$ cat src/sv/rbe_pkg.sv
`default_nettype none
package rbe_pkg;

   localparam int COORD_W    = 32;
   localparam int DIFF_W     = COORD_W + 1;
   localparam int PROD_W     = DIFF_W + COORD_W;
   localparam int NMAG_W     = PROD_W - 2;
   localparam int DMAG_W     = COORD_W;
   localparam int QUO_W      = 52;
   localparam int DIV_STEPS  = 4;
   localparam int DIV_STAGES = QUO_W / DIV_STEPS;
   localparam int CUT_LAT    = DIV_STAGES + 4;
   localparam int SEL_LAT    = 2;
   localparam int RSP_LAT    = CUT_LAT + SEL_LAT;
   localparam int VAL_W      = 52;
   localparam int NUM_CUTS   = 12;
   localparam int NUM_FACES  = 6;
   localparam int CSR_IDX_W  = 3;
   localparam int Q_LIMIT_EXP = 50;
   localparam logic [QUO_W-1:0] Q_LIMIT = QUO_W'(1) << Q_LIMIT_EXP;

   localparam logic signed [COORD_W-1:0] RST_X_LOW  = -32'sd5120000;
   localparam logic signed [COORD_W-1:0] RST_X_HIGH = 32'sd5120000;
   localparam logic signed [COORD_W-1:0] RST_Y_LOW  = -32'sd15488000;
   localparam logic signed [COORD_W-1:0] RST_Y_HIGH = 32'sd15488000;
   localparam logic signed [COORD_W-1:0] RST_Z_LOW  = -32'sd5120000;
   localparam logic signed [COORD_W-1:0] RST_Z_HIGH = 32'sd5120000;
   localparam logic signed [COORD_W-1:0] MIN_STEP   = 32'sd1;

   typedef enum logic [2:0] {
      FACE_NONE, FACE_Z_TOP, FACE_Z_BOTTOM, FACE_X_HIGH,
      FACE_X_LOW, FACE_Y_HIGH, FACE_Y_LOW
   } face_type;

   typedef enum logic [CSR_IDX_W-1:0] {
      CSR_X_LOW, CSR_X_HIGH, CSR_Y_LOW, CSR_Y_HIGH, CSR_Z_LOW, CSR_Z_HIGH
   } csr_idx_type;

   typedef struct packed {
      logic signed [COORD_W-1:0] point_x;
      logic signed [COORD_W-1:0] point_y;
      logic signed [COORD_W-1:0] point_z;
      logic signed [COORD_W-1:0] dir_x;
      logic signed [COORD_W-1:0] dir_y;
      logic signed [COORD_W-1:0] dir_z;
   } req_type;

   typedef struct packed {
      logic signed [COORD_W-1:0] entry_x;
      logic signed [COORD_W-1:0] entry_y;
      logic signed [COORD_W-1:0] entry_z;
      logic [2:0]                entry_face;
      logic [2:0]                hit_count;
   } rsp_type;

   typedef struct packed {
      logic signed [COORD_W-1:0] x_low;
      logic signed [COORD_W-1:0] x_high;
      logic signed [COORD_W-1:0] y_low;
      logic signed [COORD_W-1:0] y_high;
      logic signed [COORD_W-1:0] z_low;
      logic signed [COORD_W-1:0] z_high;
   } box_type;

   typedef struct packed {
      logic signed [DIFF_W-1:0]  diff;
      logic signed [COORD_W-1:0] c_other;
      logic signed [COORD_W-1:0] c_axis;
      logic signed [COORD_W-1:0] p_other;
   } cut_op_type;

endpackage
`default_nettype wire

$ cat src/sv/rbe_select.sv
`default_nettype none
// face hit tests, then first/latest pick
module rbe_select
   import rbe_pkg::*;
(
   input  logic                    clock,
   input  logic                    reset,
   input  logic                    in_valid,
   input  logic signed [VAL_W-1:0] cut_res [NUM_CUTS],
   input  box_type                 box,
   output logic                    rsp_valid,
   output rsp_type                 rsp_data
);

   logic signed [VAL_W-1:0] xl, xh, yl, yh, zl, zh;
   logic signed [VAL_W-1:0] vx [NUM_FACES];
   logic signed [VAL_W-1:0] vy [NUM_FACES];
   logic signed [VAL_W-1:0] vz [NUM_FACES];
   logic [NUM_FACES-1:0]    hit;

   logic                    valid_a_ff;
   logic signed [VAL_W-1:0] vx_ff [NUM_FACES];
   logic signed [VAL_W-1:0] vy_ff [NUM_FACES];
   logic signed [VAL_W-1:0] vz_ff [NUM_FACES];
   logic [NUM_FACES-1:0]    hit_ff;

   logic [2:0]  first_idx, last_idx, pick_idx;
   logic [2:0]  count;
   rsp_type     rsp_in;
   rsp_type     rsp_ff;
   logic        valid_b_ff;

   function automatic logic signed [COORD_W-1:0] sat(logic signed [VAL_W-1:0] v);
      logic signed [VAL_W-1:0] hi;
      logic signed [VAL_W-1:0] lo;
      hi = VAL_W'({1'b0, {(COORD_W-1){1'b1}}});
      lo = -hi - 1;
      if (v > hi) return hi[COORD_W-1:0];
      if (v < lo) return lo[COORD_W-1:0];
      return v[COORD_W-1:0];
   endfunction

   always_comb begin
      xl = VAL_W'(box.x_low);
      xh = VAL_W'(box.x_high);
      yl = VAL_W'(box.y_low);
      yh = VAL_W'(box.y_high);
      zl = VAL_W'(box.z_low);
      zh = VAL_W'(box.z_high);
      // z top, z bottom
      vx[0] = cut_res[0];  vy[0] = cut_res[1];  vz[0] = zh;
      vx[1] = cut_res[2];  vy[1] = cut_res[3];  vz[1] = zl;
      // x high, x low
      vx[2] = xh;          vy[2] = cut_res[4];  vz[2] = cut_res[5];
      vx[3] = xl;          vy[3] = cut_res[6];  vz[3] = cut_res[7];
      // y high, y low
      vx[4] = cut_res[8];  vy[4] = yh;          vz[4] = cut_res[9];
      vx[5] = cut_res[10]; vy[5] = yl;          vz[5] = cut_res[11];
      for (int f = 0; f < 2; f++)
         hit[f] = vx[f] > xl && vx[f] < xh && vy[f] > yl && vy[f] < yh;
      for (int f = 2; f < 4; f++)
         hit[f] = vz[f] > zl && vz[f] < zh && vy[f] > yl && vy[f] < yh;
      for (int f = 4; f < 6; f++)
         hit[f] = vz[f] > zl && vz[f] < zh && vx[f] > xl && vx[f] < xh;
   end

   always_ff @(posedge clock) begin
      vx_ff  <= vx;
      vy_ff  <= vy;
      vz_ff  <= vz;
      hit_ff <= hit;
      if (reset) begin
         valid_a_ff <= 1'b0;
      end else begin
         valid_a_ff <= in_valid;
      end
   end

   always_comb begin
      first_idx = 3'd1;
      last_idx  = 3'd1;
      for (int f = NUM_FACES - 1; f >= 1; f--)
         if (hit_ff[f]) first_idx = 3'(f);
      for (int f = 1; f < NUM_FACES; f++)
         if (hit_ff[f]) last_idx = 3'(f);
      count = 3'($countones(hit_ff[NUM_FACES-1:1]));
      if (count == 3'd1 || vz_ff[first_idx] > vz_ff[last_idx])
         pick_idx = first_idx;
      else
         pick_idx = last_idx;

      if (hit_ff[0]) begin
         rsp_in.entry_x    = sat(vx_ff[0]);
         rsp_in.entry_y    = sat(vy_ff[0]);
         rsp_in.entry_z    = sat(vz_ff[0]);
         rsp_in.entry_face = FACE_Z_TOP;
         rsp_in.hit_count  = 3'd1;
      end else if (count == 3'd0) begin
         rsp_in.entry_x    = '0;
         rsp_in.entry_y    = '0;
         rsp_in.entry_z    = '0;
         rsp_in.entry_face = FACE_NONE;
         rsp_in.hit_count  = 3'd0;
      end else begin
         rsp_in.entry_x    = sat(vx_ff[pick_idx]);
         rsp_in.entry_y    = sat(vy_ff[pick_idx]);
         rsp_in.entry_z    = sat(vz_ff[pick_idx]);
         rsp_in.entry_face = pick_idx + 3'd1;
         rsp_in.hit_count  = count;
      end
   end

   always_ff @(posedge clock) begin
      rsp_ff <= rsp_in;
      if (reset) begin
         valid_b_ff <= 1'b0;
      end else begin
         valid_b_ff <= valid_a_ff;
      end
   end

   assign rsp_valid = valid_b_ff;
   assign rsp_data  = rsp_ff;

endmodule
`default_nettype wire

$ cat config.mk
export PLATFORM = sky130hd
export DESIGN_NAME = rbe_select
export DESIGN_NICKNAME = d
export VERILOG_FILES = /design/src/sv/rbe_pkg.sv /design/src/sv/rbe_select.sv
export SDC_FILE = /design/constraint.sdc
export NUM_CORES = 2
export LEC_CHECK = 0
export BUFFER_PORTS_ARGS = -buffer_cell sky130_fd_sc_hd__buf_4
export CAP_MARGIN = 15
export CELL_PAD_IN_SITES_DETAIL_PLACEMENT = 1
export CELL_PAD_IN_SITES_GLOBAL_PLACEMENT = 2
export CORE_MARGIN = 4
export CORE_UTILIZATION = 35
export CTS_CLUSTER_SIZE = 16
export DETAILED_ROUTE_END_ITERATION = 8
export PLACE_DENSITY_LB_ADDON = 0.1
export SLEW_MARGIN = 20
export SYNTH_ARGS = -nofsm -noshare
export SYNTH_HDL_FRONTEND = slang
export SYNTH_SLANG_ARGS = --single-unit
$ cat constraint.sdc
create_clock -name clock -period 6.4 [get_ports clock]
set_input_delay 1.28 -clock clock [delete_from_list [all_inputs] [get_ports clock]]
set_output_delay 1.28 -clock clock [all_outputs]
set_load 0.005 [all_outputs]
==> metrics.md <==
| Metric | Value |
|---|---|
| Hold depth | `1` |
| Setup ws final | `0.2608 ns` |
| CTS hold repair buffers | `0` |
| Mapped Cells | `6888` |
| Worst Path Arrival | `6.75 ns` |
| Critical path's top delay family | `compound AO/OA/AOI/OAI gates` |
| Grt peak-use layer | `met2` |
| CTS tree | `built` |
| Top cells by area, synth | `dfxtp_1 31%, ha_1 27%, a21o_1 5.3%` |
| Startpoint Class | `flip-flop` |
| Largest net degree at the start of global routing | `97` |
| Share of cells above drive strength 1 | `17.62%` |
| Critical Path End Type | `flip-flop` |
| MaxCap Viol Count | `0` |
| CORE AREA | `172100 um^2` |
| # fillers | `20061` |
| Setup crit start | `hit_ff[3]` |
| Vias/cell | `5.720` |
| Setup TNS | `0 ns` |
| Min Hold Slack | `0.4500 ns` |
| Vias in the first global route | `60834` |
| Worst min-delay path class | `flip-flop to flip-flop` |
| Leakage | `36.99 nW` |
| Met3 GRT Util | `3.289%` |
| Port Buf Inserts | `921` |
| Status | `complete, but fails checks` |
| Post-synth top flop | `dfxtp_1` |
| Final wirelength | `296100 um` |
| Tmin final | `6.139 ns` |
| Area of the multi-input gates | `40270 um^2` |
| Reg power frac | `32.2%` |
| Fmax | `162.9 MHz` |
| GRT met2 Usage | `52.83%` |
| Slew Limit Fails | `0` |
| Worst R2R Start | `hit_ff[3]` |
| Design area | `75530 um^2` |
| 1st-pass router iterations | `9` |
| Layout area overhead | `24.35%` |
| Register area | `18550 um^2` |
| Cts bufs inserted | `108` |
| Placed cell count | `10016` |
| Logic pwr share | `35.3%` |
| Slowest library cell on the worst path | `or4_1` |
| I/O pin count | `922` |
| Critical path depth | `26` |
| Setup Viol. Count Final | `0` |
| Mapped cell area | `60740 um^2` |
| Violations in the final reports | `design-rule violations` |
| DR WL/cell | `28.69 um` |
| Post-synth EDFFs | `0` |
| Req. time, crit path | `7.01 ns` |
| Worst skew pair latency | `0.79 ns` |
| CP dominant cell by count | `buf_4` |
| Psw | `7.500 mW` |
| Clock network fraction of design power | `32.5%` |
| Fin nets | `9938` |
| Row count | `152` |
| Peak VDD IR | `0.0002213 V` |
| Worst r2r dst | `rsp_data[12]` |
| Vias | `59037` |
| Finished Core Util | `43.88%` |
| GP Congestion | `0.9341` |
| Post-route ant nets | `0` |
| Share of the synthesized area in the top cell type | `30.52%` |
| DP Worst Slack | `-0.04559 ns` |
| Clk buf depth | `3` |
| Worst reg2reg setup slack | `0.26 ns` |
| Number of H-tree levels | `3` |
| Switching Fraction | `36.23%` |
| Buf/Inv on CP | `7` |
| # DRC | `4` |
| CTS clk-pin slew, worst paths | `0.07 ns` |
| Yosys reg bits | `926` |
| Die Footprint | `180300 um^2` |
| Synth warn | `0` |
| R2R cell count | `26` |
| Cell Pwr Density | `274.1 nW/um^2` |
| Non-Filler Instances | `10321` |
| Syn Nets | `8999` |
| Clk_skew | `0.05640 ns` |
| Max-slew headroom | `18.57%` |
| Antenna violations before repair | `100` |
| Overall fraction of global-route tracks in use | `31.35%` |
| Met1 Use GR | `39.37%` |
| Die H | `424.6 um` |
| Dominant cell type by area after synthesis | `dfxtp_1` |
| Gr ovfl total | `0` |
| Initial Utilization | `35.29%` |
| Max stage delay on crit path | `0.47 ns` |
| Initial DRC Count | `3835` |
| CTS root buffer | `clkbuf_16` |
| DP Wirelength | `239900 um` |
| WS Path Type | `flip-flop to flip-flop` |
| Crit Path Max Fanout | `27` |
| Die extent in x | `424.6 um` |
| Setup crit end | `rsp_data[12]` |
| Final Hold Fails | `0` |
| Cell-internal power | `13.20 mW` |
| Final period utilization | `95.93%` |
| Mean Syn Cell Area | `8.818 um^2` |
| Register area share after synthesis | `30.52%` |
| Synth cell types | `87` |
| Post-DP Area | `71210 um^2` |
| Post-route total power | `20.70 mW` |
| Worst Max-Slew Pin Slew | `1.212 ns` |
| Clock Sinks | `926` |
| First-pass GRT wire length | `419500 um` |
| Share of synthesized registers carrying an async set or reset | `0%` |
==> cells in the final DEF (no fill, tap or decap), types with 62 or more instances in the layout <==
master,count
ha_1,1290
diode_2,93
a311oi_1,62
nand3_1,230
nand4_1,286
a31oi_1,82
o211ai_1,71
nand2b_1,113
a21oi_1,638
inv_1,263
o21a_1,65
a21o_1,430
nand2_1,758
clkbuf_16,113
o22ai_1,109
dfxtp_1,922
nor3_1,67
nor2b_1,128
o21ai_0,287
buf_4,1067
nor2_1,245
==> cells by family (layout without fill, tap and decap cells) <==
kind of cell,Yosys count,in the layout,synth area share (%)
muxes,63,63,1.102
other,0,93,0
AOI/OAI and AO/OA,2039,2039,21.84
and+or+nand+nor,2013,2013,16.21
adders and majority gates,1292,1292,26.64
DFF,926,926,30.52
xor gates and xnor gates,6,6,0.08653
buffers and inverters,549,1579,3.603
==> state kept, by name, indices dropped and copies added, names as in the netlist <==
signal	count
vx_ff	272
valid_a_ff	1
hit_ff	6
rsp_data	102
vy_ff	272
rsp_valid	1
vz_ff	272
==> synth_stat cells (62+ instances only) <==
cell type / count
nand3_1: 230
nand4_1: 286
o22ai_1: 109
a21o_1: 431
a21oi_1: 642
clkbuf_1: 166
inv_1: 270
nand2_1: 761
o21a_1: 65
nand2b_1: 114
a31oi_1: 83
dfxtp_1: 926
o211ai_1: 71
nor2b_1: 128
nor2_1: 249
o21ai_0: 290
a311oi_1: 62
ha_1: 1290
nor3_1: 68
==> power groups by stage <==
stage	Clock (mW)	Sequential (mW)	Combinational, mW
2_1_floorplan	0	6.62	4.00
6_report	6.73	6.66	7.31
4_1_cts	6.84	6.65	7.20
5_1_grt	7.06	6.69	8.01
3_5_place_dp	0	6.77	7.16
3_3_place_gp	0	6.78	7.01
==> layout make-up <==
class / count / area share, %
inverter: 272 / 1.377
multi-input combinational: 5413 / 53.31
timing repair buffer: 1106 / 11.56
tap: 2310 / 3.827
clock inverter: 52 / 0.9310
antenna: 93 / 0.3081
clock buffer: 149 / 4.128
sequential: 926 / 24.56
==> worst reg2reg max path, delay by kind of cell, from the launching register on <==
family,cells,cell delay [ns]
AOI/OAI and AO/OA,9,2.19
adders and majority gates,1,0.18
buffers and inverters,7,1.26
DFF,1,0.34
and+or+nand+nor,9,2.02
==> layer usage <==
| layer | part of all wire [%] | vias to the layer above |
|---|---|---|
| li1 | - | 27741 |
| met1 | 43 | 29254 |
| met2 | 48 | 1563 |
| met3 | 3.8 | 475 |
| met4 | 5.4 | 4 |
| met5 | 0.0091 | - |
==> how the worst min path moves through the flow <==
stage / startpoint / endpoint
6_report: valid_a_ff / rsp_valid
5_1_grt: valid_a_ff / rsp_valid
4_1_cts: valid_a_ff / rsp_valid
3_5_place_dp: valid_a_ff / rsp_valid
3_3_place_gp: valid_a_ff / rsp_valid
2_1_floorplan: valid_a_ff / rsp_valid
==> what timing repair did <==
action	in CTS	in global routing
setup endpoints to repair	31	93
pin swaps	0	14
setup buffers	0	7
resized for setup	1	23
cloned	0	4
No activity file was read; power rests on OpenSTA's default activity.
